<file path="src/design/clbs_pkg.sv">
// Shared constants for the character LCD bus sequencer.
package clbs_pkg;

  localparam int TICK_BITS = 8;

  localparam logic [7:0] LEN_CAP = (TICK_BITS >= 8) ? 8'hFF : 8'((1 << TICK_BITS) - 1);

  localparam int IN_BYTES = 3;
  localparam int OUT_BYTES = 3;

  localparam logic [7:0] BUSY_BIT = 8'h80;

  localparam logic [2:0] REG_FOUR_BIT = 3'd0;
  localparam logic [2:0] REG_SETUP = 3'd1;
  localparam logic [2:0] REG_PULSE = 3'd2;
  localparam logic [2:0] REG_HOLD = 3'd3;
  localparam logic [2:0] REG_CYCLE = 3'd4;
  localparam logic [2:0] REG_READ_DELAY = 3'd5;
  localparam logic [2:0] REG_POLL = 3'd6;

  localparam logic [1:0] ACT_INSTR_WRITE = 2'd0;
  localparam logic [1:0] ACT_DATA_WRITE = 2'd1;
  localparam logic [1:0] ACT_DATA_READ = 2'd2;
  localparam logic [1:0] ACT_STATUS_READ = 2'd3;

  typedef struct packed {
    logic [7:0] read_data;
    logic       read_valid;
    logic       ready_res;
    logic       bus_drive;
    logic [7:0] bus_out;
    logic       enable_line;
    logic       read_not_write;
    logic       reg_select;
  } result_t;

endpackage

</file>
<file path="src/design/char_lcd_bus_sequencer_unit.sv">
// Top level of the character LCD parallel bus sequencer.
// Each input beat is one tick of the display bus and yields exactly one result beat; a beat
// can be accepted in every cycle while the output side takes results, and its result appears
// in the output register on the next cycle. The per-tick work is a single pass through the
// strobe sequencer state (phase, tick count, nibble, action, held and captured bytes, polling
// flag), so throughput is one beat per cycle whenever the output side takes results.
module char_lcd_bus_sequencer_unit
  import clbs_pkg::*;
(
  input  logic        clk,
  input  logic        rst,
  input  logic        s_tvalid,
  output logic        s_tready,
  // Fields from bit 0: cmd_valid, cmd_data[7:0], bus_in[7:0], zero fill.
  input  logic [8*IN_BYTES-1:0] s_tdata,
  // Fields from bit 0: action[1:0].
  input  logic [1:0]  s_tuser,
  output logic        m_tvalid,
  input  logic        m_tready,
  // Fields from bit 0: reg_select, read_not_write, enable_line, bus_out[7:0], bus_drive,
  // ready_res, read_valid, read_data[7:0], zero fill.
  output logic [8*OUT_BYTES-1:0] m_tdata,
  input  logic        psel,
  input  logic        penable,
  input  logic        pwrite,
  input  logic [4:0]  paddr,
  input  logic [31:0] pwdata,
  output logic [31:0] prdata,
  output logic        pready
);

  localparam logic [2:0] PH_IDLE = 3'd0;
  localparam logic [2:0] PH_SETUP = 3'd1;
  localparam logic [2:0] PH_PULSE = 3'd2;
  localparam logic [2:0] PH_HOLD = 3'd3;
  localparam logic [2:0] PH_TAIL = 3'd4;

  logic       four_bit_mode;
  logic [7:0] setup_ticks;
  logic [7:0] pulse_ticks;
  logic [7:0] hold_ticks;
  logic [7:0] cycle_ticks;
  logic [7:0] read_delay_ticks;
  logic       poll_after_instruction;

  logic [2:0]           phase, phase_next;
  logic [TICK_BITS-1:0] tick_count, tick_count_next;
  logic                 second_nibble, second_nibble_next;
  logic [1:0]           current_action, current_action_next;
  logic [7:0]           held_byte, held_byte_next;
  logic [7:0]           captured_byte, captured_byte_next;
  logic                 polling, polling_next;

  result_t res, res_reg;
  logic    in_fire;
  logic    cfg_write;

  logic       cmd_valid;
  logic [1:0] action;
  logic [7:0] cmd_data;
  logic [7:0] bus_in;

  logic [7:0] len_setup, len_pulse, len_hold, len_tail, len_cur, pulse_raw, sample_at;
  logic [9:0] used_ticks;
  logic [7:0] tail_raw;
  logic [TICK_BITS-1:0] tick_inc;
  logic       reading;
  logic       strobe_done;
  logic [2:0] start_phase;

  assign cmd_valid = s_tdata[0];
  assign cmd_data  = s_tdata[8:1];
  assign bus_in    = s_tdata[16:9];
  assign action    = s_tuser;

  assign pready    = 1'b1;
  assign cfg_write = psel && penable && pwrite;

  always_ff @(posedge clk) begin
    if (rst) begin
      four_bit_mode          <= 1'b0;
      setup_ticks            <= 8'd3;
      pulse_ticks            <= 8'd14;
      hold_ticks             <= 8'd1;
      cycle_ticks            <= 8'd30;
      read_delay_ticks       <= 8'd10;
      poll_after_instruction <= 1'b1;
    end else if (cfg_write) begin
      unique case (paddr[4:2])
        REG_FOUR_BIT:   four_bit_mode <= pwdata[0];
        REG_SETUP:      setup_ticks <= pwdata[7:0];
        REG_PULSE:      pulse_ticks <= pwdata[7:0];
        REG_HOLD:       hold_ticks <= pwdata[7:0];
        REG_CYCLE:      cycle_ticks <= pwdata[7:0];
        REG_READ_DELAY: read_delay_ticks <= pwdata[7:0];
        REG_POLL:       poll_after_instruction <= pwdata[0];
        default: ;
      endcase
    end
  end

  always_comb begin
    unique case (paddr[4:2])
      REG_FOUR_BIT:   prdata = {31'd0, four_bit_mode};
      REG_SETUP:      prdata = {24'd0, setup_ticks};
      REG_PULSE:      prdata = {24'd0, pulse_ticks};
      REG_HOLD:       prdata = {24'd0, hold_ticks};
      REG_CYCLE:      prdata = {24'd0, cycle_ticks};
      REG_READ_DELAY: prdata = {24'd0, read_delay_ticks};
      REG_POLL:       prdata = {31'd0, poll_after_instruction};
      default:        prdata = 32'd0;
    endcase
  end

  // Phase lengths; a zero pulse length counts as one tick.
  always_comb begin
    pulse_raw  = (pulse_ticks == 8'd0) ? 8'd1 : pulse_ticks;
    used_ticks = 10'(setup_ticks) + 10'(pulse_raw) + 10'(hold_ticks);
    tail_raw   = (10'(cycle_ticks) > used_ticks) ? 8'(10'(cycle_ticks) - used_ticks) : 8'd0;
    len_setup  = (setup_ticks > LEN_CAP) ? LEN_CAP : setup_ticks;
    len_pulse  = (pulse_raw > LEN_CAP) ? LEN_CAP : pulse_raw;
    len_hold   = (hold_ticks > LEN_CAP) ? LEN_CAP : hold_ticks;
    len_tail   = (tail_raw > LEN_CAP) ? LEN_CAP : tail_raw;
    unique case (phase)
      PH_SETUP: len_cur = len_setup;
      PH_PULSE: len_cur = len_pulse;
      PH_HOLD:  len_cur = len_hold;
      PH_TAIL:  len_cur = len_tail;
      default:  len_cur = 8'd0;
    endcase
    sample_at   = (read_delay_ticks < len_pulse) ? read_delay_ticks : len_pulse - 8'd1;
    start_phase = (len_setup != 8'd0) ? PH_SETUP : PH_PULSE;
  end

  assign tick_inc = tick_count + TICK_BITS'(1);
  assign reading  = polling || current_action[1];

  always_comb begin
    phase_next          = phase;
    tick_count_next     = tick_count;
    second_nibble_next  = second_nibble;
    current_action_next = current_action;
    held_byte_next      = held_byte;
    captured_byte_next  = captured_byte;
    polling_next        = polling;
    strobe_done         = 1'b0;
    res                 = '0;

    if (phase == PH_IDLE || phase > PH_TAIL) begin
      phase_next = PH_IDLE;
      if (cmd_valid) begin
        res.ready_res       = 1'b1;
        current_action_next = action;
        held_byte_next      = cmd_data;
        second_nibble_next  = 1'b0;
        polling_next        = 1'b0;
        tick_count_next     = '0;
        phase_next          = start_phase;
      end
    end else begin
      res.reg_select     = !polling && (current_action == ACT_DATA_WRITE ||
                                        current_action == ACT_DATA_READ);
      res.read_not_write = reading;
      res.enable_line    = (phase == PH_PULSE);
      if (!reading) begin
        res.bus_drive = 1'b1;
        res.bus_out   = second_nibble ? {held_byte[3:0], 4'd0} : held_byte;
      end else if (phase == PH_PULSE && 32'(tick_count) == 32'(sample_at)) begin
        captured_byte_next = second_nibble ? {captured_byte[7:4], bus_in[7:4]} : bus_in;
      end

      if (tick_inc != '0 && 32'(tick_inc) < 32'(len_cur)) begin
        tick_count_next = tick_inc;
      end else begin
        tick_count_next = '0;
        priority if (phase == PH_SETUP) begin
          phase_next = PH_PULSE;
        end else if (phase == PH_PULSE && len_hold != 8'd0) begin
          phase_next = PH_HOLD;
        end else if ((phase == PH_PULSE || phase == PH_HOLD) && len_tail != 8'd0) begin
          phase_next = PH_TAIL;
        end else begin
          strobe_done = 1'b1;
        end
      end

      if (strobe_done) begin
        if (four_bit_mode && !second_nibble) begin
          second_nibble_next = 1'b1;
          phase_next         = start_phase;
        end else begin
          second_nibble_next = 1'b0;
          if (polling) begin
            if ((captured_byte_next & BUSY_BIT) != 8'd0) begin
              phase_next = start_phase;
            end else begin
              polling_next = 1'b0;
              phase_next   = PH_IDLE;
            end
          end else if (current_action == ACT_INSTR_WRITE && poll_after_instruction) begin
            polling_next = 1'b1;
            phase_next   = start_phase;
          end else begin
            phase_next = PH_IDLE;
            if (current_action == ACT_DATA_READ || current_action == ACT_STATUS_READ) begin
              res.read_valid = 1'b1;
              res.read_data  = captured_byte_next;
            end
          end
        end
      end
    end
  end

  assign s_tready = !m_tvalid || m_tready;
  assign in_fire  = s_tvalid && s_tready;

  always_ff @(posedge clk) begin
    if (rst) begin
      phase          <= PH_IDLE;
      tick_count     <= '0;
      second_nibble  <= 1'b0;
      current_action <= ACT_INSTR_WRITE;
      held_byte      <= 8'd0;
      captured_byte  <= 8'd0;
      polling        <= 1'b0;
      m_tvalid       <= 1'b0;
    end else begin
      if (in_fire) begin
        phase          <= phase_next;
        tick_count     <= tick_count_next;
        second_nibble  <= second_nibble_next;
        current_action <= current_action_next;
        held_byte      <= held_byte_next;
        captured_byte  <= captured_byte_next;
        polling        <= polling_next;
        m_tvalid       <= 1'b1;
      end else if (m_tready) begin
        m_tvalid <= 1'b0;
      end
    end
  end

  always_ff @(posedge clk) begin
    if (in_fire) begin
      res_reg <= res;
    end
  end

  assign m_tdata = {{(8*OUT_BYTES-$bits(result_t)){1'b0}}, res_reg};

endmodule
</file>
<file path="config.mk">
export PLATFORM = sky130hd
export DESIGN_NAME = char_lcd_bus_sequencer_unit
export DESIGN_NICKNAME = d
export VERILOG_FILES = /design/src/design/clbs_pkg.sv /design/src/design/char_lcd_bus_sequencer_unit.sv
export SDC_FILE = /design/constraint.sdc
export NUM_CORES = 1
export LEC_CHECK = 0
export BUFFER_PORTS_ARGS = -buffer_cell sky130_fd_sc_hd__buf_2
export CORE_MARGIN = 2
export CORE_UTILIZATION = 50
export CTS_BUF_LIST = sky130_fd_sc_hd__clkbuf_16
export DETAILED_ROUTE_END_ITERATION = 12
export PLACE_DENSITY = 0.81
export RECOVER_POWER = 100
export SETUP_SLACK_MARGIN = 0.3
export SLEW_MARGIN = 30
export SYNTH_ARGS = -nofsm -noshare
export SYNTH_HDL_FRONTEND = slang
export SYNTH_SLANG_ARGS = --single-unit
</file>
<file path="constraint.sdc">
create_clock -name clk -period 6 [get_ports clk]
set_input_delay 0.3 -clock clk [delete_from_list [all_inputs] [get_ports clk]]
set_output_delay 0.3 -clock clk [all_outputs]
set_load 0.05 [all_outputs]
</file>
After elaboration in Yosys (flattened, before gate mapping)
Index checks and enable logic that the tools add are counted.
W data, S select, Z words.
{ "op_classes": {"addsub": 5, "magnitude_cmp": 8, "eq_ne": 17, "n_mux": 49, "n_bitwise": 3, "n_reduce_logical": 47} }
{ "op_table": {"columns": ["operator", "count"], "rows": [
  ["$mux W8", 15],
  ["$pmux W8 S7", 1],
  ["$gt A8 B8 Y1 const B", 4],
  ["$pmux W8 S4", 1],
  ["$reduce_bool A8 Y1", 4],
  ["$mux W3", 8],
  ["$mux W1", 19],
  ["$reduce_and A2 Y1", 9],
  ["$lt A8 B8 Y1", 2],
  ["$eq A3 B2 Y1 const B", 4],
  ["$eq A3 B3 Y1 const B", 4],
  ["$add A9 B8 Y10", 1],
  ["$gt A8 B10 Y1", 1],
  ["$logic_and A1 B1 Y1", 10],
  ["$add A8 B8 Y9", 1],
  ["$mux W9", 1],
  ["$reduce_and A3 Y1", 3],
  ["$add A8 B1 Y8 const B", 1],
  ["$eq A8 B8 Y1", 1],
  ["$logic_not A8 Y1", 1],
  ["$mux W2", 4],
  ["$sub A8 B1 Y8 const B", 1],
  ["$sub A8 B8 Y8", 1],
  ["$eq A3 B1 Y1 const B", 2],
  ["17 further kinds", 30]
]} }
{ "totals": {"ff_bits": 96, "word_cells": 153} }

Logic depth before layout (Yosys ltp)
{ "logic_depth": {"ltp_word": 17, "depth_mapped": 33, "mapped_depth_nobuf": 30} }

Least setup slack after synthesis
Ideal clock, no wire load.
{ "synth_path": {"path_kind": "flip-flop to flip-flop", "from": "register pulse_ticks[2]", "to": "register res_reg, in the netlist m_tdata[14] (data pin)", "arrival_ns": 5.874, "slack_ns": -0.013, "stages_incl_launch_ff": 31, "n_path_buf": 2, "period_less_slack_ns": 6.013, "path_cell_list": "dfxtp_1 clkbuf_2 nor4_2 a21oi_1 inv_1 fa_1 ha_1 inv_1 fa_1 nor2b_1 o21ai_0 a21oi_1 o21ai_0 nand2b_1 xnor2_1 ha_1 and3_1 nand4_1 o221a_2 o31ai_1 nor2_1 nand2_1 o32a_1 ha_1 nand4_1 a2111oi_0 o31a_1 o2111ai_1 or4_1 clkbuf_1 nor2_1"} }
{ "synth_between": {"elab_chain_len": 17, "word_cells_on_any_way": 31, "classes_between": "4 x add/sub; 5 x order compare; 1 x eq/ne; 14 x mux; 1 x bitwise; 6 x reduce/logical"} }
{ "synth_rtl": {"columns": ["item", "line", "source"], "rows": [
  ["from (decl)", "char_lcd_bus_sequencer_unit.sv:40", "logic [7:0] pulse_ticks;"],
  ["from (signal assigned)", "char_lcd_bus_sequencer_unit.sv:92", "REG_PULSE: pulse_ticks <= pwdata[7:0];"],
  ["$logic_not A8 Y1", "char_lcd_bus_sequencer_unit.sv:117", "pulse_raw = (pulse_ticks == 8'd0) ? 8'd1 : pulse_ticks;"],
  ["$mux W8 (*)", "char_lcd_bus_sequencer_unit.sv:117", null],
  ["parallel branches: the longest is 15 deep, another holds $add A9 B8 Y10", null, null],
  ["to (signal assigned)", "char_lcd_bus_sequencer_unit.sv:246", "res_reg <= res;"],
  ["to (decl)", "char_lcd_bus_sequencer_unit.sv:54", "result_t res, res_reg;"]
]} }
Mark *: on every way between the ends. The select of a mux whose other input is x is not followed.
A chain may end at the register's enable or synchronous reset.

Worst setup path in the final report
{ "layout_path": {"from": "register pulse_ticks[1]", "to": "register res_reg, in the netlist m_tdata[16] (data pin)"} }
The elaborated chain is that of the path after synthesis.

==> metrics.txt <==
status complete, no violations; clk_lat worst skew 0.36 ns; sum of negative setup slack 0 ns; crit path from pulse_ticks[1]; routed length per instance 19.1 µm; commonest cells after routing, fill and taps aside nor2_1, mux2i_1, dfxtp_1, buf_4, inv_1; Clock H-tree levels 3; Int Pwr 1.13 mW; CP required 6.23 ns; total power draw 1.74 mW; mux cell area share after synthesis 0.116; syn avg cell area 8.73 µm²; NumNets Final 990; RSZ-0062 raised after global routing true; Num CTS Buffers 9; slowest stage cell, crit path or4_4; Worst-Margin Slew 1.26 ns; crit path to m_tdata[16]; drt first-iter violations 715; Reg2Reg Depth 38; I/O pin cnt 129; clock slew at reported path FFs 0.08 ns; share of layout cells above drive strength 1 0.208; mapped cell area 0.00672 mm²; gr usage total 0.273; chip width 120 µm; worst vdd ir 204 µV; slowest cell delay on critical path 0.58 ns; Cells after Synth 769; # setup viols final 0; yosys warns 0; Clock Path Buffers 2; hold crit path type input port to register; Net Sw Frac 0.350; post-synthesis xor/xnor area fraction 0.0287; Synth Register Bits 96; Crit path top cell by count buf_4; startpoint type of the worst setup path register; r2r setup slk 0.09 ns; crit path max fanout 5; Async SR Flop Fraction 0; Final Hold Vio Count 0; adder-cell area share of the yosys netlist 0.0950; Die Height 120 µm; sw power 0.611 mW; Slew Viols, Final 0; first-pass GRT wire length 31000 µm; P_leak 3.15 nW; ys flop type dfxtp_1; Slew HR 0.155; crit share post-route 0.986; Synth Area in Compound Gates 0.176; Critical R2R Launch pulse_ticks[1]; MaxCap Viol Count 0; starting density of the core 0.509; hold_sp s_tdata[7]; vias 6426; vias in the first global route 6016; Routed WL 20200 µm; Clock Skew 0.0112 ns; DRT antenna net count 0; die area 0.0144 mm²; min Tclk post-route 5.91 ns; initial antenna violation count 0; CP Capture Type register; CTS tree done; dpl hpwl 12900 µm; RePlAce Congestion 0.909; Core ar. 0.0132 mm²; crit path DAT 6.14 ns; drt pass-1 iters 6; Post-synth EDFFs 22; pwr/cell area 218 mW/mm²; Core Rows 42; Sequential Power Share 0.405; clock network fraction of total power 0.335; Root Buffer clkbuf_16; CTS hold repair buffers 0; area grow syn2layout 19.3%; post-synthesis sequential area ratio 0.319; combinational share of power 0.260; Yosys cell types 76; max FFs per register 22; largest family of logic cells by synthesized area simple AND/OR/NAND/NOR gates; diode count 0; grt total ovfl 0; worst r2r dst m_tdata[16]; IO buf count 68; Critical Setup Path Class register to register; clock sink total 96; DRC 0; largest net degree at the start of global routing 75; simple-gate share of the synthesized area 0.179; vias per inst 6.09; most common cell after layout, fill and taps aside nor2_1; fmax 0.169 GHz
cell usage after synthesis (4+ instances only):
cell       instances  area, µm²
nor2_1            96        360
dfxtp_1           74       1480
mux2i_1           67        671
inv_1             53        199
nand2_1           47        176
a21oi_1           39        195
ha_1              35        438
clkbuf_1          29        109
buf_4             28        210
o21ai_0           24        120
edfxtp_1          22        661
nor2b_1           19        119
xnor2_1           16        140
a211o_1           14        123
a22oi_1           14        105
fa_1              10        200
nor3_1            10       50.1
a21o_1             9       67.6
nand2b_1           9       56.3
and2_1             8       50.1
nand3_1            7       35.0
nand4_1            7       43.8
nor4_1             7       43.8
a211oi_1           6       45.0
a31oi_1            6       37.5
buf_1              6       22.5
mux2_2             6       67.6
nand3b_1           6       45.0
xor2_1             6       52.6
and3_1             5       31.3
or3_1              5       31.3
or4_1              5       37.5
a2111oi_0          4       35.0
a221oi_1           4       35.0
nor3b_1            4       30.0
o21a_1             4       30.0
o22a_1             4       35.0
o31ai_1            4       30.0
through the flow:
| step | utilization | instances | setup WS (ns) | hold slack (ns) | cell area [µm²] |
|---|---|---|---|---|---|
| 5_1_grt | 0.607 | 1056 | -0.156 | 0.188 | 8010 |
| 3_3_place_gp | 0.550 | 1000 | 0.124 | 0.441 | 7250 |
| 3_5_place_dp | 0.550 | 1000 | -0.0179 | 0.451 | 7260 |
| 4_1_cts | 0.601 | 1053 | 0.276 | 0.170 | 7930 |
| 6_report | 0.607 | 1056 | 0.0854 | 0.177 | 8010 |
| 2_1_floorplan | - | 794 | 0.305 | 0.418 | 6840 |
layer usage:
metal,up-vias,routed length (µm),track usage
li1,2906,-,-
met1,3047,7900,0.341
met2,384,9530,0.442
met3,89,1720,0.0513
met4,0,1060,0.153
met5,-,0,0
logic make-up after synthesis:
logic type / Yosys count
xor+xnor: 22
mux: 75
compound gates: 165
simple gates: 242
flops: 96
fa+ha+maj: 45
buf+inv: 122
other cells: 2
power by group through the flow:
stage | Clock, mW | Sequential, mW | Combinational (mW)
floorplan | 0 | 0.744 | 0.279
CTS | 0.582 | 0.706 | 0.427
global route | 0.607 | 0.709 | 0.483
global placement | 0 | 0.720 | 0.386
finish | 0.584 | 0.707 | 0.453
detailed placement | 0 | 0.720 | 0.394
critical path: cells and delay by family (launching register included):
kind | cells | cell delay [ns]
compound gates | 5 | 0.95
buf+inv | 29 | 3.67
flops | 1 | 0.38
simple gates | 4 | 0.79
worst min path at each step:
stage               cells past startpoint             end
floorplan                               1  pulse_ticks[1]
global placement                        2    held_byte[7]
detailed placement                      2    held_byte[7]
CTS                                     3    held_byte[6]
global route                            3    held_byte[0]
finish                                  3    held_byte[6]
repair_timing:
action	CTS	global route
cloned	1	0
setup endpoints to repair	22	22
gates resized for setup	30	32
pin swaps	15	7
buffers inserted	36	3
final cells by class:
cell class	instances	area (µm²)
fillers	1044	5180
multi-input cells	576	4290
flip-flops and latches	96	2160
repair buffers	138	847
clock buffers	9	225
well taps	176	220
inverters	54	203
clock inverters	7	73.8
(Power assumes the default switching activity.)
